==> src/fte_pkg.sv <==
`timescale 1ns / 1ps
`default_nettype none
// ----------------------------------------------------------------------------
// IPv4 flow tuple extractor package
// Shared record type, status codes and protocol constants.
// ----------------------------------------------------------------------------
package fte_pkg;

	localparam int unsigned QUEUE_DEPTH = 2;

	localparam logic [3:0] PREFIX_BYTES = 4'd8;
	localparam logic [7:0] IP_HDR_MIN   = 8'd20;
	localparam logic [7:0] UDP_HDR_LEN  = 8'd8;
	localparam logic [7:0] TCP_HDR_LEN  = 8'd20;
	localparam logic [7:0] PROTO_TCP    = 8'd6;
	localparam logic [7:0] PROTO_UDP    = 8'd17;
	localparam logic [7:0] TOS_PRIO_MASK = 8'hf0;

	// Reset value of the minimum segment length: ceil(1944*5 / (6*8)).
	localparam int unsigned MIN_SEG_DEFAULT = (1944 * 5 + 6 * 8 - 1) / (6 * 8);

	// Configuration register indexes.
	localparam logic CFG_PREFIX_LEN  = 1'b0;
	localparam logic CFG_MIN_SEG_LEN = 1'b1;

	// Status codes.
	localparam logic [2:0] ST_OK        = 3'd0;
	localparam logic [2:0] ST_BAD_LEN   = 3'd1;
	localparam logic [2:0] ST_FRAGMENT  = 3'd2;
	localparam logic [2:0] ST_NOT_L4    = 3'd3;
	localparam logic [2:0] ST_UDP_SHORT = 3'd4;
	localparam logic [2:0] ST_TCP_SHORT = 3'd5;

	// One finished segment, as handed from the front end to the back end.
	typedef struct packed {
		logic [31:0] src_addr;
		logic [31:0] dst_addr;
		logic [7:0]  proto_num;
		logic [3:0]  prio;
		logic [15:0] total_length;
		logic [63:0] source_time;
		logic [15:0] src_port;
		logic [15:0] dst_port;
		logic [3:0]  ihl;
		logic        frag;
		logic        len_bad;
	} seg_rec_t;

endpackage
`default_nettype wire

==> src/fte_front.sv <==
`timescale 1ns / 1ps
`default_nettype none
// ----------------------------------------------------------------------------
// Flow tuple extractor front end
// Takes segment bytes one per cycle while take is high, captures header
// fields and, on the last byte, produces a record with the length checked.
// ----------------------------------------------------------------------------
module fte_front #(
	parameter int unsigned COUNT_BITS = 17
) (
	input  wire                     clk,
	input  wire                     arst_n,
	input  wire                     take,
	input  wire  [7:0]              data_byte,
	input  wire                     last_byte,
	input  wire  [3:0]              prefix_len,
	output logic                    rec_push,
	output fte_pkg::seg_rec_t       rec
);
	import fte_pkg::*;

	localparam int unsigned CMP_BITS = (COUNT_BITS > 16) ? COUNT_BITS : 16;
	localparam logic [COUNT_BITS-1:0] COUNT_MAX = {COUNT_BITS{1'b1}};

	logic [COUNT_BITS-1:0] cnt_q;
	logic [63:0]           time_q;
	logic [31:0]           src_q, dst_q;
	logic [15:0]           tl_q;
	logic [7:0]            proto_q;
	logic [3:0]            prio_q;
	logic [13:0]           frag_q;
	logic [3:0]            ihl_q;
	logic [15:0]           sport_q, dport_q;

	logic [COUNT_BITS-1:0] pre, p, hl, off, cnt_nxt, avail;
	logic                  in_pre, hdr_zone, l4_hit;
	logic [4:0]            p_lo;
	logic [63:0]           time_d;
	logic [31:0]           src_d, dst_d;
	logic [15:0]           tl_d;
	logic [7:0]            proto_d;
	logic [3:0]            prio_d;
	logic [13:0]           frag_d;
	logic [3:0]            ihl_d;
	logic [15:0]           sport_d, dport_d;

	always_comb begin
		pre      = (prefix_len != 4'd0) ? COUNT_BITS'(PREFIX_BYTES) : '0;
		in_pre   = cnt_q < pre;
		p        = cnt_q - pre;
		p_lo     = p[4:0];
		hdr_zone = !in_pre && (p[COUNT_BITS-1:5] == '0);
		hl       = COUNT_BITS'({ihl_q, 2'b00});
		off      = p - hl;
		l4_hit   = !in_pre && (ihl_q >= 4'd5) && (p >= hl) && (off < COUNT_BITS'(4));

		time_d  = time_q;
		src_d   = src_q;
		dst_d   = dst_q;
		tl_d    = tl_q;
		proto_d = proto_q;
		prio_d  = prio_q;
		frag_d  = frag_q;
		ihl_d   = ihl_q;
		sport_d = sport_q;
		dport_d = dport_q;

		if (in_pre) begin
			time_d[{cnt_q[2:0], 3'b000} +: 8] = data_byte;
		end
		if (hdr_zone) begin
			case (p_lo)
				5'd0:  ihl_d = data_byte[3:0];
				5'd1:  prio_d = data_byte[7:4];
				5'd2:  tl_d[15:8] = data_byte;
				5'd3:  tl_d[7:0] = data_byte;
				5'd6:  frag_d[13:8] = data_byte[5:0];
				5'd7:  frag_d[7:0] = data_byte;
				5'd9:  proto_d = data_byte;
				5'd12: src_d[31:24] = data_byte;
				5'd13: src_d[23:16] = data_byte;
				5'd14: src_d[15:8] = data_byte;
				5'd15: src_d[7:0] = data_byte;
				5'd16: dst_d[31:24] = data_byte;
				5'd17: dst_d[23:16] = data_byte;
				5'd18: dst_d[15:8] = data_byte;
				5'd19: dst_d[7:0] = data_byte;
				default: ;
			endcase
		end
		if (l4_hit) begin
			case (off[1:0])
				2'd0:    sport_d[15:8] = data_byte;
				2'd1:    sport_d[7:0] = data_byte;
				2'd2:    dport_d[15:8] = data_byte;
				default: dport_d[7:0] = data_byte;
			endcase
		end

		cnt_nxt = (cnt_q == COUNT_MAX) ? cnt_q : cnt_q + 1'b1;
		avail   = (cnt_nxt >= pre) ? cnt_nxt - pre : '0;
	end

	always_comb begin
		rec_push         = take && last_byte;
		rec.src_addr     = src_d;
		rec.dst_addr     = dst_d;
		rec.proto_num    = proto_d;
		rec.prio         = prio_d;
		rec.total_length = tl_d;
		rec.source_time  = time_d;
		rec.src_port     = sport_d;
		rec.dst_port     = dport_d;
		rec.ihl          = ihl_d;
		rec.frag         = frag_d != '0;
		rec.len_bad      = (avail < COUNT_BITS'(IP_HDR_MIN))
		                || (tl_d < 16'(IP_HDR_MIN))
		                || (CMP_BITS'(tl_d) > CMP_BITS'(avail));
	end

	always_ff @(posedge clk or negedge arst_n) begin
		if (!arst_n) begin
			cnt_q   <= '0;
			time_q  <= '0;
			src_q   <= '0;
			dst_q   <= '0;
			tl_q    <= '0;
			proto_q <= '0;
			prio_q  <= '0;
			frag_q  <= '0;
			ihl_q   <= '0;
			sport_q <= '0;
			dport_q <= '0;
		end else if (take) begin
			if (last_byte) begin
				cnt_q   <= '0;
				time_q  <= '0;
				src_q   <= '0;
				dst_q   <= '0;
				tl_q    <= '0;
				proto_q <= '0;
				prio_q  <= '0;
				frag_q  <= '0;
				ihl_q   <= '0;
				sport_q <= '0;
				dport_q <= '0;
			end else begin
				cnt_q   <= cnt_nxt;
				time_q  <= time_d;
				src_q   <= src_d;
				dst_q   <= dst_d;
				tl_q    <= tl_d;
				proto_q <= proto_d;
				prio_q  <= prio_d;
				frag_q  <= frag_d;
				ihl_q   <= ihl_d;
				sport_q <= sport_d;
				dport_q <= dport_d;
			end
		end
	end

endmodule
`default_nettype wire

==> src/fte_queue.sv <==
`timescale 1ns / 1ps
`default_nettype none
// ----------------------------------------------------------------------------
// Flow tuple extractor record queue
// Short queue of segment records between the front and back ends.
// ----------------------------------------------------------------------------
module fte_queue (
	input  wire                 clk,
	input  wire                 arst_n,
	input  wire                 wr_en,
	input  fte_pkg::seg_rec_t   wr_data,
	output logic                q_full,
	output logic                q_empty,
	input  wire                 rd_en,
	output fte_pkg::seg_rec_t   rd_data
);
	import fte_pkg::*;

	localparam int unsigned PTR_BITS = (QUEUE_DEPTH > 1) ? $clog2(QUEUE_DEPTH) : 1;
	localparam logic [PTR_BITS:0] DEPTH_CNT = (PTR_BITS + 1)'(QUEUE_DEPTH);
	localparam logic [PTR_BITS-1:0] LAST_PTR = PTR_BITS'(QUEUE_DEPTH - 1);

	seg_rec_t            mem_q [QUEUE_DEPTH];
	logic [PTR_BITS-1:0] wr_ptr_q, rd_ptr_q;
	logic [PTR_BITS:0]   cnt_q;
	logic                do_wr, do_rd;

	assign q_full  = cnt_q == DEPTH_CNT;
	assign q_empty = cnt_q == '0;
	assign do_wr   = wr_en && !q_full;
	assign do_rd   = rd_en && !q_empty;
	assign rd_data = mem_q[rd_ptr_q];

	always_ff @(posedge clk) begin
		if (do_wr) begin
			mem_q[wr_ptr_q] <= wr_data;
		end
	end

	always_ff @(posedge clk or negedge arst_n) begin
		if (!arst_n) begin
			wr_ptr_q <= '0;
			rd_ptr_q <= '0;
			cnt_q    <= '0;
		end else begin
			if (do_wr) begin
				wr_ptr_q <= (wr_ptr_q == LAST_PTR) ? '0 : wr_ptr_q + 1'b1;
			end
			if (do_rd) begin
				rd_ptr_q <= (rd_ptr_q == LAST_PTR) ? '0 : rd_ptr_q + 1'b1;
			end
			if (do_wr && !do_rd) begin
				cnt_q <= cnt_q + 1'b1;
			end else if (do_rd && !do_wr) begin
				cnt_q <= cnt_q - 1'b1;
			end
		end
	end

endmodule
`default_nettype wire

==> src/fte_back.sv <==
`timescale 1ns / 1ps
`default_nettype none
// ----------------------------------------------------------------------------
// Flow tuple extractor back end
// Resolves the status and padding of a segment record and holds the result
// in an output register until it is taken.
// ----------------------------------------------------------------------------
module fte_back (
	input  wire                 clk,
	input  wire                 arst_n,
	input  wire                 q_empty,
	input  fte_pkg::seg_rec_t   rec,
	output logic                q_rd,
	input  wire  [9:0]          min_segment_len,
	input  wire                 pop,
	output logic                empty,
	output logic [31:0]         src_addr,
	output logic [31:0]         dst_addr,
	output logic [7:0]          proto_num,
	output logic [15:0]         src_port,
	output logic [15:0]         dst_port,
	output logic [3:0]          prio,
	output logic [15:0]         total_length,
	output logic [63:0]         source_time,
	output logic [9:0]          pad_count,
	output logic [2:0]          status
);
	import fte_pkg::*;

	logic        valid_q;
	logic [2:0]  st;
	logic [16:0] hl, seg_len;
	logic [9:0]  pad;
	logic        is_udp, is_tcp, load;

	always_comb begin
		hl     = 17'({rec.ihl, 2'b00});
		is_udp = rec.proto_num == PROTO_UDP;
		is_tcp = rec.proto_num == PROTO_TCP;
		if (rec.len_bad || rec.ihl < 4'd5) begin
			st = ST_BAD_LEN;
		end else if (rec.frag) begin
			st = ST_FRAGMENT;
		end else if (!is_udp && !is_tcp) begin
			st = ST_NOT_L4;
		end else if (is_udp && 17'(rec.total_length) < hl + 17'(UDP_HDR_LEN)) begin
			st = ST_UDP_SHORT;
		end else if (is_tcp && 17'(rec.total_length) < hl + 17'(TCP_HDR_LEN)) begin
			st = ST_TCP_SHORT;
		end else begin
			st = ST_OK;
		end
		seg_len = 17'(PREFIX_BYTES) + 17'(rec.total_length);
		if (st != ST_BAD_LEN && 17'(min_segment_len) > seg_len) begin
			pad = min_segment_len - seg_len[9:0];
		end else begin
			pad = '0;
		end
	end

	assign load  = !q_empty && (!valid_q || pop);
	assign q_rd  = load;
	assign empty = !valid_q;

	always_ff @(posedge clk or negedge arst_n) begin
		if (!arst_n) begin
			valid_q <= 1'b0;
		end else if (load) begin
			valid_q <= 1'b1;
		end else if (pop) begin
			valid_q <= 1'b0;
		end
	end

	always_ff @(posedge clk) begin
		if (load) begin
			src_addr     <= rec.src_addr;
			dst_addr     <= rec.dst_addr;
			proto_num    <= rec.proto_num;
			src_port     <= (st == ST_OK) ? rec.src_port : 16'd0;
			dst_port     <= (st == ST_OK) ? rec.dst_port : 16'd0;
			prio         <= 4'((8'(rec.prio) << 4 & TOS_PRIO_MASK) >> 4);
			total_length <= rec.total_length;
			source_time  <= rec.source_time;
			pad_count    <= pad;
			status       <= st;
		end
	end

endmodule
`default_nettype wire

==> src/ipv4_flow_tuple_extractor.sv <==
`timescale 1ns / 1ps
`default_nettype none
// ----------------------------------------------------------------------------
// IPv4 flow tuple extractor
// Parses link segments byte by byte and returns one flow tuple per segment.
// ----------------------------------------------------------------------------
// The block takes one segment byte per clock cycle, while full is low,
// through a push/full interface. A segment is an optional eight-byte
// little-endian source-time prefix followed by an IPv4 packet, and the byte
// marked last_byte closes it. Every byte is consumed in the cycle it is
// accepted, so a steady stream runs at one byte per cycle while full is low,
// with no gaps between segments. Once the last byte has been accepted, the
// segment's record moves through a two-entry queue to the back end, which
// works out the status and padding count; the result item is then loaded
// into the output register once that register is free, and stays there
// until it is popped. full rises only when the queue holds two finished
// segments that the output side has not yet drained, so the input
// stalls only when results are not being taken. Ports read as zero unless the
// status is OK, and the padding count is zero for a bad length or header
// length. The configuration channel is always ready: index 0 selects the
// prefix length (any nonzero value means an eight-byte prefix) and index 1 the
// minimum segment length; both should be written only while the block is
// idle. COUNT_BITS sets the width of the saturating byte counter.
// ----------------------------------------------------------------------------
module ipv4_flow_tuple_extractor #(
	parameter int unsigned COUNT_BITS = 17
) (
	input  wire         clk,
	input  wire         arst_n,
	input  wire         push,
	output logic        full,
	input  wire  [7:0]  data_byte,
	input  wire         last_byte,
	output logic        empty,
	input  wire         pop,
	output logic [31:0] src_addr,
	output logic [31:0] dst_addr,
	output logic [7:0]  proto_num,
	output logic [15:0] src_port,
	output logic [15:0] dst_port,
	output logic [3:0]  prio,
	output logic [15:0] total_length,
	output logic [63:0] source_time,
	output logic [9:0]  pad_count,
	output logic [2:0]  status,
	input  wire         cfg_valid,
	output logic        cfg_ready,
	input  wire         cfg_index,
	input  wire  [9:0]  cfg_data
);
	import fte_pkg::*;

	logic [3:0] prefix_len_q;
	logic [9:0] min_seg_len_q;
	logic       take;
	logic       rec_push;
	seg_rec_t   front_rec;
	seg_rec_t   back_rec;
	logic       q_full, q_empty, q_rd;

	// Configuration registers; the channel never stalls.
	assign cfg_ready = 1'b1;

	always_ff @(posedge clk or negedge arst_n) begin
		if (!arst_n) begin
			prefix_len_q  <= PREFIX_BYTES;
			min_seg_len_q <= 10'(MIN_SEG_DEFAULT);
		end else if (cfg_valid && cfg_ready) begin
			unique case (cfg_index)
				CFG_PREFIX_LEN:  prefix_len_q <= cfg_data[3:0];
				CFG_MIN_SEG_LEN: min_seg_len_q <= cfg_data;
				default: ;
			endcase
		end
	end

	// A byte is accepted whenever the record queue has room.
	assign full = q_full;
	assign take = push && !q_full;

	fte_front #(
		.COUNT_BITS (COUNT_BITS)
	) u_front (
		.clk        (clk),
		.arst_n     (arst_n),
		.take       (take),
		.data_byte  (data_byte),
		.last_byte  (last_byte),
		.prefix_len (prefix_len_q),
		.rec_push   (rec_push),
		.rec        (front_rec)
	);

	fte_queue u_queue (
		.clk     (clk),
		.arst_n  (arst_n),
		.wr_en   (rec_push),
		.wr_data (front_rec),
		.q_full  (q_full),
		.q_empty (q_empty),
		.rd_en   (q_rd),
		.rd_data (back_rec)
	);

	fte_back u_back (
		.clk             (clk),
		.arst_n          (arst_n),
		.q_empty         (q_empty),
		.rec             (back_rec),
		.q_rd            (q_rd),
		.min_segment_len (min_seg_len_q),
		.pop             (pop),
		.empty           (empty),
		.src_addr        (src_addr),
		.dst_addr        (dst_addr),
		.proto_num       (proto_num),
		.src_port        (src_port),
		.dst_port        (dst_port),
		.prio            (prio),
		.total_length    (total_length),
		.source_time     (source_time),
		.pad_count       (pad_count),
		.status          (status)
	);

endmodule
`default_nettype wire

==> config.mk <==
export PLATFORM = sky130hd
export DESIGN_NAME = ipv4_flow_tuple_extractor
export DESIGN_NICKNAME = d
export VERILOG_FILES = /design/src/fte_pkg.sv /design/src/fte_front.sv /design/src/fte_queue.sv /design/src/fte_back.sv /design/src/ipv4_flow_tuple_extractor.sv
export SDC_FILE = /design/constraint.sdc
export NUM_CORES = 1
export LEC_CHECK = 0
export BUFFER_PORTS_ARGS = -buffer_cell sky130_fd_sc_hd__buf_4
export CORE_UTILIZATION = 50
export CTS_CLUSTER_SIZE = 10
export DETAILED_ROUTE_END_ITERATION = 10
export PLACE_DENSITY = 0.7
export SYNTH_ARGS = -nofsm -noshare
export SYNTH_HDL_FRONTEND = slang
export SYNTH_SLANG_ARGS = --single-unit
==> constraint.sdc <==
create_clock -name clk -period 10.2 [get_ports clk]
set_input_delay 0.51 -clock clk [delete_from_list [all_inputs] [get_ports clk]]
set_output_delay 0.51 -clock clk [all_outputs]
set_load 0.005 [all_outputs]
==> impl_metrics.csv, run 1 <==
group,metric,value,unit
worst_setup_path,crit_family,"compound AO/OA/AOI/OAI gates",
floorplanning,start_util,50.69,%
worst_setup_path,r2r_cells,19,
yosys,synth_edf_count,589,
power_and_ir_drop,ir_worst_vdd,0.2006,mV
grt,overflow,0,
worst_setup_path,critPathSlowestCell,"or4_1",
grt,grt_start_max_net_pins,148,
cells_and_area,final-instance-count-excl-fill,3675,
power_and_ir_drop,power_density,262.8,nW/um^2
sta,finalCritPeriodShare,64.68,%
yosys,syn_area,35560,um^2
detailed_routing,drt_wl_total,82660,um
detailed_routing,num_vias,21280,
worst_setup_path,rr_endpoint,"u_queue.mem_q[1][0]",
yosys,syn-num-nets,2529,
cells_and_area,seq_area,23750,um^2
clock_network,postCtsSetupBuffers,0,
placement,hpwl,49670,um
worst_setup_path,rrSetupSlack,3600,ps
worst_setup_path,cp_max_fo,15,
worst_setup_path,arrival,6970,ps
cells_and_area,nNetsFinal,2732,
grt,grt_pass1_wl,126500,um
sta,setup_viol,0,
job,cap_viol_max_count,0,
clock_network,cts_buffers,95,
yosys,yosys_warnings,0,
sta,worstMarginPinSlew,1068,ps
sta,fin_setup_tns,0,ps
clock_network,clk_pin_slew_worst_paths,60,ps
clock_network,h-tree-depth,3,
worst_setup_path,startpoint_type,"register",
yosys,synth_cells,2450,
yosys,synth_cell_types,77,
clock_network,clk_latency,630,ps
worst_hold_path,hold_end,"min_seg_len_q[9]",
clock_network,cts.sinks,831,
worst_setup_path,worst-path-buf-inv,0,
sta,relSlewSlack,28.81,%
grt,antenna_found_initial,1,
worst_setup_path,crit_chain,"or4_1, ha_1, ha_1, or2_1, a2111oi_0, o211ai_1, a211oi_1, and3_1, nand3_1, mux2_2, ha_1, nand4_1, nor2_1, nor2_1, a21oi_1, a211oi_1, o21ai_0, a31o_2, a211o_1",
detailed_routing,dr.pass1.iters,6,
worst_hold_path,min_from,"cfg_data[9]",
cells_and_area,multi_input_area,10990,um^2
yosys,synth-seq-cells,831,
placement,portBuffers,227,
floorplanning,io_pins,229,
worst_setup_path,r2r_start,"prefix_len_q[0]",
detailed_routing,drt_iter0_drc,1665,
floorplanning,fp.dieH,268.7,um
cells_and_area,final_layout_size_suffix_gt1_share,25.97,%
clock_network,cts_resized,0,
floorplanning,row_count,97,
detailed_routing,via_per_inst,5.791,
worst_hold_path,whs_path_depth,2,
status,status,"finished, final reports clean",
sta,rsz0062_at_grt,"false",
sta,post-route-min-period,6597,ps
detailed_routing,ant_nets,0,
worst_setup_path,critPathCaptureType,"register",
yosys,async_flop_share,29.12,%
worst_setup_path,crit_path_frequent_cell,"ha_1",
cells_and_area,n_fill_cell,5503,
placement,gp_congestion,0.8611,
floorplanning,die_w,268.7,um
detailed_routing,drcViolationCount,0,
worst_setup_path,path_class,"reg -> reg",
yosys,avgSynthCellArea,14.51,um^2
floorplanning,coreArea,70150,um^2
yosys,seq_area_frac_synth,66.80,%
power_and_ir_drop,leakage,16.04,nW
yosys,ys.flop_type,"edfxtp_1",
grt,grt_util_all_layers,22.93,%
detailed_routing,detail_route.wl_per_cell,22.49,um
floorplanning,die_area,72180,um^2
placement,placedCellCount,3495,
worst_setup_path,slowest_delay,660,ps
cells_and_area,syn2layout_area_growth,14.89,%
sta,holdWs,118.1,ps
sta,hold_violations,0,
sta,fmax,151.6,MHz
grt,grt_pass1_vias,21750,
worst_setup_path,critPathRequiredTime,10570,ps
clock_network,clock_path_buffers,3,
sta,clock_skew,28.47,ps
clock_network,cts_tree,"yes",
sta,maxSlewViolCount,0,
worst_hold_path,worstHoldPathType,"in -> reg",
clock_network,cts_hold_buf,1,
clock_network,cts-root-buf,"clkbuf_16",
[through the flow]
| stage | setup slack [ps] | cell area (um^2) | utilization (%) | power [mW] |
|---|---|---|---|---|
| global placement | 3952 | 38010 | 54.18 | 7.631 |
| CTS | 3645 | 40850 | 58.23 | 10.84 |
| floorplan | 253.8 | 35560 | - | 6.639 |
| global route | 3156 | 40850 | 58.23 | 11.25 |
| finish | 3603 | 40850 | 58.23 | 10.74 |
| detailed placement | 3684 | 38010 | 54.18 | 7.718 |
[per-layer routing]
layer  part of all wire (%)  wire (um)  up-vias  global-route usage (%)
li1                       -          -     9662                       -
met5                      0          0        -                       0
met4                    2.5       2077        0                   7.847
met2                     50      40980      652                   38.21
met1                     43      35560    10830                   30.78
met3                    4.9       4045      138                   3.406
[synthesized netlist by cell type (10+ instances only)]
cell | number | area [um^2]
a21oi_1 | 39 | 195.2
a22o_1 | 120 | 1051
a22oi_1 | 21 | 157.7
a31oi_1 | 12 | 75.07
and2_1 | 11 | 68.82
and3_1 | 23 | 143.9
buf_1 | 10 | 37.54
buf_2 | 22 | 110.1
clkbuf_1 | 104 | 390.4
dfrtp_1 | 236 | 5906
edfxtp_1 | 589 | 17690
ha_1 | 52 | 650.6
inv_1 | 49 | 183.9
mux2_2 | 319 | 3592
mux2i_1 | 80 | 800.8
nand2_1 | 259 | 972.2
nand2b_1 | 24 | 150.1
nand3_1 | 25 | 125.1
nand4_1 | 19 | 118.9
nor2_1 | 78 | 292.8
nor2b_1 | 11 | 68.82
nor3_1 | 20 | 100.1
nor4_1 | 15 | 93.84
o21ai_0 | 57 | 285.3
o21ai_1 | 32 | 160.2
o221ai_1 | 34 | 297.8
xnor2_1 | 30 | 262.8
xor2_1 | 16 | 140.1
[state kept, by name (all words and copies together) (netlist names), 17 cells and up]
name                cells
u_front.time_q         64
u_back.source_time     64
u_back.src_addr        32
u_front.src_q          32
u_back.dst_addr        32
u_front.cnt_q          17
u_front.dst_q          32
u_queue.mem_q         388
[cell usage in the layout (no fill, tap or decap), types with 6 or more instances in the layout]
master | synthesis | layout
o21ai_1 | 32 | 32
ha_1 | 52 | 52
a22oi_1 | 21 | 21
nor2b_1 | 11 | 11
o21ai_0 | 57 | 57
nand2b_1 | 24 | 24
a211oi_1 | 9 | 9
xor2_1 | 16 | 16
clkbuf_16 | 0 | 99
a2111oi_0 | 7 | 7
and3_1 | 23 | 22
nor3_1 | 20 | 20
nand4_1 | 19 | 19
o22ai_1 | 7 | 7
mux2_1 | 8 | 8
mux2i_1 | 80 | 80
or4_1 | 9 | 9
nand3_1 | 25 | 25
clkbuf_1 | 104 | 70
mux2_2 | 319 | 319
nand2_1 | 259 | 258
buf_4 | 4 | 248
edfxtp_1 | 589 | 589
a31oi_1 | 12 | 12
and2_1 | 11 | 11
nor4_1 | 15 | 15
and4_1 | 8 | 8
dfrtp_1 | 236 | 235
dfstp_2 | 6 | 6
xnor2_1 | 30 | 30
inv_1 | 49 | 48
a21o_1 | 7 | 7
o221ai_1 | 34 | 34
nor2_1 | 78 | 76
a21oi_1 | 39 | 39
a22o_1 | 120 | 120
[report_power, final]
part           leakage (nW)  internal, mW  switching [mW]  total (mW)
sequential             8.85          4.61           0.303        4.91
clock                  1.35          1.83            1.27        3.10
combinational          5.84          1.17            1.56        2.73
total                  16.0          7.60            3.13        10.7
[cells by family after synthesis]
family          after synthesis  share of synthesized area, %
xor+xnor                     46                         1.133
compound gates              378                         7.689
other cells                   1                       0.01055
flops                       831                         66.80
fa+ha+maj                    54                         1.942
simple gates                538                         7.439
mux                         407                         12.61
buf+inv                     195                         2.382
[cell type report]
type	instances	share of cell area (%)
antenna	1	0.006126
sequential	831	58.15
timing repair buffer	251	4.668
multi-input combinational	1424	26.89
clock inverter	6	0.1194
inverter	50	0.4778
tap	940	2.879
clock buffer	172	6.809
[how the worst max path moves through the flow]
stage                          start                   to  slack, ps  cells past startpoint
floorplan                  last_byte  u_queue.mem_q[0][0]        250                      4
finish               prefix_len_q[0]  u_queue.mem_q[1][0]       3600                     19
CTS                  prefix_len_q[1]  u_queue.mem_q[0][0]       3650                     19
detailed placement   prefix_len_q[1]  u_queue.mem_q[1][0]       3680                     19
global placement     prefix_len_q[1]  u_queue.mem_q[0][0]       3950                     19
global route        u_front.cnt_q[0]  u_queue.mem_q[0][0]       3160                     23
Power figures use the tool's default switching activity.
==> inputs of run 2 (changes only) <==
--- a/config.mk
+++ b/config.mk
@@ -5,11 +5,12 @@
 export SDC_FILE = /design/constraint.sdc
 export NUM_CORES = 1
 export LEC_CHECK = 0
+export ABC_AREA = 1
 export BUFFER_PORTS_ARGS = -buffer_cell sky130_fd_sc_hd__buf_4
 export CORE_UTILIZATION = 50
 export CTS_CLUSTER_SIZE = 10
 export DETAILED_ROUTE_END_ITERATION = 10
-export PLACE_DENSITY = 0.7
+export PLACE_DENSITY = 0.68
 export SYNTH_ARGS = -nofsm -noshare
 export SYNTH_HDL_FRONTEND = slang
 export SYNTH_SLANG_ARGS = --single-unit
==> constraint.sdc (replaced) <==
create_clock -name clk -period 6.48 [get_ports clk]
set_input_delay 0.324 -clock clk [delete_from_list [all_inputs] [get_ports clk]]
set_output_delay 0.324 -clock clk [all_outputs]
set_load 0.005 [all_outputs]
==> impl_metrics.csv, run 2 <==
group,metric,value,unit
worst_setup_path,r2r_start,"u_front.cnt_q[0]",
floorplanning,die_w,268.1,um
yosys,synth_top_area_share,49.97,%
worst_setup_path,crit_chain,"ha_1, nand3_2, inv_1, nand2_1, inv_2, nand3_2, inv_1, a21oi_1, ha_1, ha_1, nand4_1, nor2_2, nand3_1, nor2_1, nand2_1, inv_1, or2_1, ha_1, a21o_1, a221o_1, nand2_1, nand3_1, nand2_1, nand2_1",
cells_and_area,syn2layout_area_growth,15.71,%
grt,grt_pass1_wl,127700,um
floorplanning,row_count,97,
detailed_routing,ant_nets,0,
grt,grt_start_max_net_pins,143,
floorplanning,start_util,50.55,%
sta,setup_slack,1452,ps
sta,post-route-min-period,5028,ps
cells_and_area,mostFrequentLayoutCells,"nand2_1 (1,024), edfxtp_1 (589), inv_1 (357)",
detailed_routing,via_per_inst,5.180,
clock_network,clk_latency,650,ps
cells_and_area,n_fill_cell,5742,
detailed_routing,drt_iter0_drc,1652,
yosys,ys.flop_type,"edfxtp_1",
cells_and_area,layout_commonest_cell,"nand2_1",
worst_setup_path,r2r_cells,24,
worst_hold_path,hold_end,"prefix_len_q[3]",
clock_network,cts_buffers,95,
sta,clock_skew,29.51,ps
yosys,synth-seq-cells,831,
placement,portBuffers,227,
power_and_ir_drop,leakage,17.86,nW
yosys,async_flop_share,29.12,%
sta,relSlewSlack,24.77,%
floorplanning,die_area,71860,um^2
yosys,synth_cell_types,57,
floorplanning,coreArea,70030,um^2
worst_setup_path,crit_start,"u_front.cnt_q[0]",
power_and_ir_drop,power_density,408.9,nW/um^2
sta,finalCritPeriodShare,77.59,%
floorplanning,fp.dieH,268.1,um
yosys,seq_area_frac_synth,67.10,%
cells_and_area,top_regs,"u_queue.mem_q (388), u_back.source_time (64), u_front.time_q (64)",
grt,grt_pass1_vias,22510,
clock_network,cts_resized,0,
yosys,synth_cells,3263,
placement,hpwl,49990,um
sta,maxSlewViolCount,0,
sta,rsz0062_at_grt,"false",
sta,worstMarginPinSlew,1124,ps
cells_and_area,final_layout_size_suffix_gt1_share,13.64,%
worst_setup_path,critPathRequiredTime,6870,ps
job,cap_viol_max_count,0,
worst_hold_path,min_from,"cfg_valid",
cells_and_area,diodes,0,
sta,hold_violations,0,
clock_network,clk_pin_slew_worst_paths,60,ps
clock_network,h-tree-depth,3,
cells_and_area,top_register,"u_queue.mem_q",
grt,grt_util_all_layers,23.14,%
worst_hold_path,worstHoldPathType,"in -> reg",
detailed_routing,drt_wl_total,81780,um
worst_setup_path,path_class,"reg -> reg",
detailed_routing,dr.pass1.iters,5,
placement,dp_slack,1501,ps
detailed_routing,num_vias,23360,
yosys,synthTopCellsByArea,"edfxtp_1 (50%), dfrtp_1 (17%), nand2_1 (11%)",
yosys,syn_area,35400,um^2
yosys,yosysMostFrequentCell,"nand2_1",
worst_setup_path,rrSetupSlack,1450,ps
grt,antenna_found_initial,0,
yosys,synth_edf_count,589,
status,status,"finished, final reports clean",
sta,setup_viol,0,
sta,fmax,198.9,MHz
yosys,yosys.area.top_type,"edfxtp_1",
worst_setup_path,slowest_delay,530,ps
yosys,syn-num-nets,3342,
yosys,yosys_warnings,0,
worst_setup_path,rr_endpoint,"u_queue.mem_q[0][0]",
worst_setup_path,startpoint_type,"register",
floorplanning,io_pins,229,
worst_setup_path,arrival,5420,ps
clock_network,cts-root-buf,"clkbuf_16",
worst_setup_path,critPathCaptureType,"register",
worst_setup_path,cp_max_fo,22,
yosys,avgSynthCellArea,10.85,um^2
clock_network,cts.sinks,831,
grt,overflow,0,
clock_network,clock_path_buffers,3,
clock_network,cts_hold_buf,12,
cells_and_area,largest_register_ffs,388,
cells_and_area,nNetsFinal,3567,
placement,gp_congestion,0.9477,
worst_setup_path,critPathSlowestCell,"ha_1",
cells_and_area,final-instance-count-excl-fill,4510,
power_and_ir_drop,ir_worst_vdd,0.3835,mV
worst_hold_path,whs_path_depth,4,
worst_setup_path,crit_path_frequent_cell,"nand2_1",
clock_network,cts_tree,"yes",
yosys,synth_commonest_cells,"nand2_1 (1,024), edfxtp_1 (589), inv_1 (359), dfrtp_1 (236), o21ai_0 (212)",
detailed_routing,detail_route.wl_per_cell,18.13,um
detailed_routing,drcViolationCount,0,
placement,placedCellCount,4319,
clock_network,postCtsSetupBuffers,0,
==> run 2: worst max-delay path, delay by kind of cell (launching register included) <==
family,cells,cell delay [ps]
buffers and inverters,4,560
and+or+nand+nor,13,1860
adders and majority gates,4,1270
DFF,1,470
AOI/OAI and AO/OA,3,600
==> run 2: worst max path at each step <==
stage	slack (ps)	depth (start not counted)	end
after global placement	1590	26	u_queue.mem_q[0][0]
after floorplan	-70	5	u_queue.mem_q[0][0]
final	1450	24	u_queue.mem_q[0][0]
after detailed placement	1500	26	u_queue.mem_q[1][0]
after global routing	1040	26	u_queue.mem_q[0][0]
after CTS	1470	26	u_queue.mem_q[0][0]
==> run 2: layout make-up <==
class / instances / area, um^2 / share of cell area, %
clock inverter: 12 / 112.6 / 0.2749
sequential: 831 / 23750 / 57.99
clock buffer: 167 / 2709 / 6.614
multi-input combinational: 1925 / 9713 / 23.71
inverter: 365 / 1380 / 3.369
tap: 940 / 1176 / 2.871
timing repair buffer: 270 / 2115 / 5.163
==> run 2: where the power goes <==
group | switching, mW | internal [mW]
Clock | 2.05 | 2.83
Sequential | 0.325 | 7.16
Combinational | 2.86 | 1.53
==> run 2: cell families after synthesis <==
family	share of synthesized area [%]
compound gates	8.490
xor+xnor	0.7423
fa+ha+maj	1.951
buf+inv	5.634
flops	67.10
mux	0.7847
other cells	0.01059
simple gates	15.29
==> run 2: per-layer routing <==
metal	GRT usage (%)	wire length, um	vias to the layer above	part of all wire, %
li1	-	-	11360	-
met1	32.97	36830	11260	45
met2	36.63	38730	627	47
met3	3.280	4111	121	5.0
met4	7.722	2106	0	2.6
met5	0	0	-	0
==> run 2: stage by stage <==
stage	utilization (%)	cell area (um^2)	setup TNS (ps)	power (mW)	hold slack (ps)
after CTS	58.49	40960	0	16.94	74.44
after floorplan	-	35410	-28160	10.02	28.41
after global routing	58.49	40960	0	17.70	108.7
after global placement	54.29	38020	0	11.97	413.0
final	58.49	40960	0	16.75	117.0
after detailed placement	54.29	38020	0	12.02	414.7
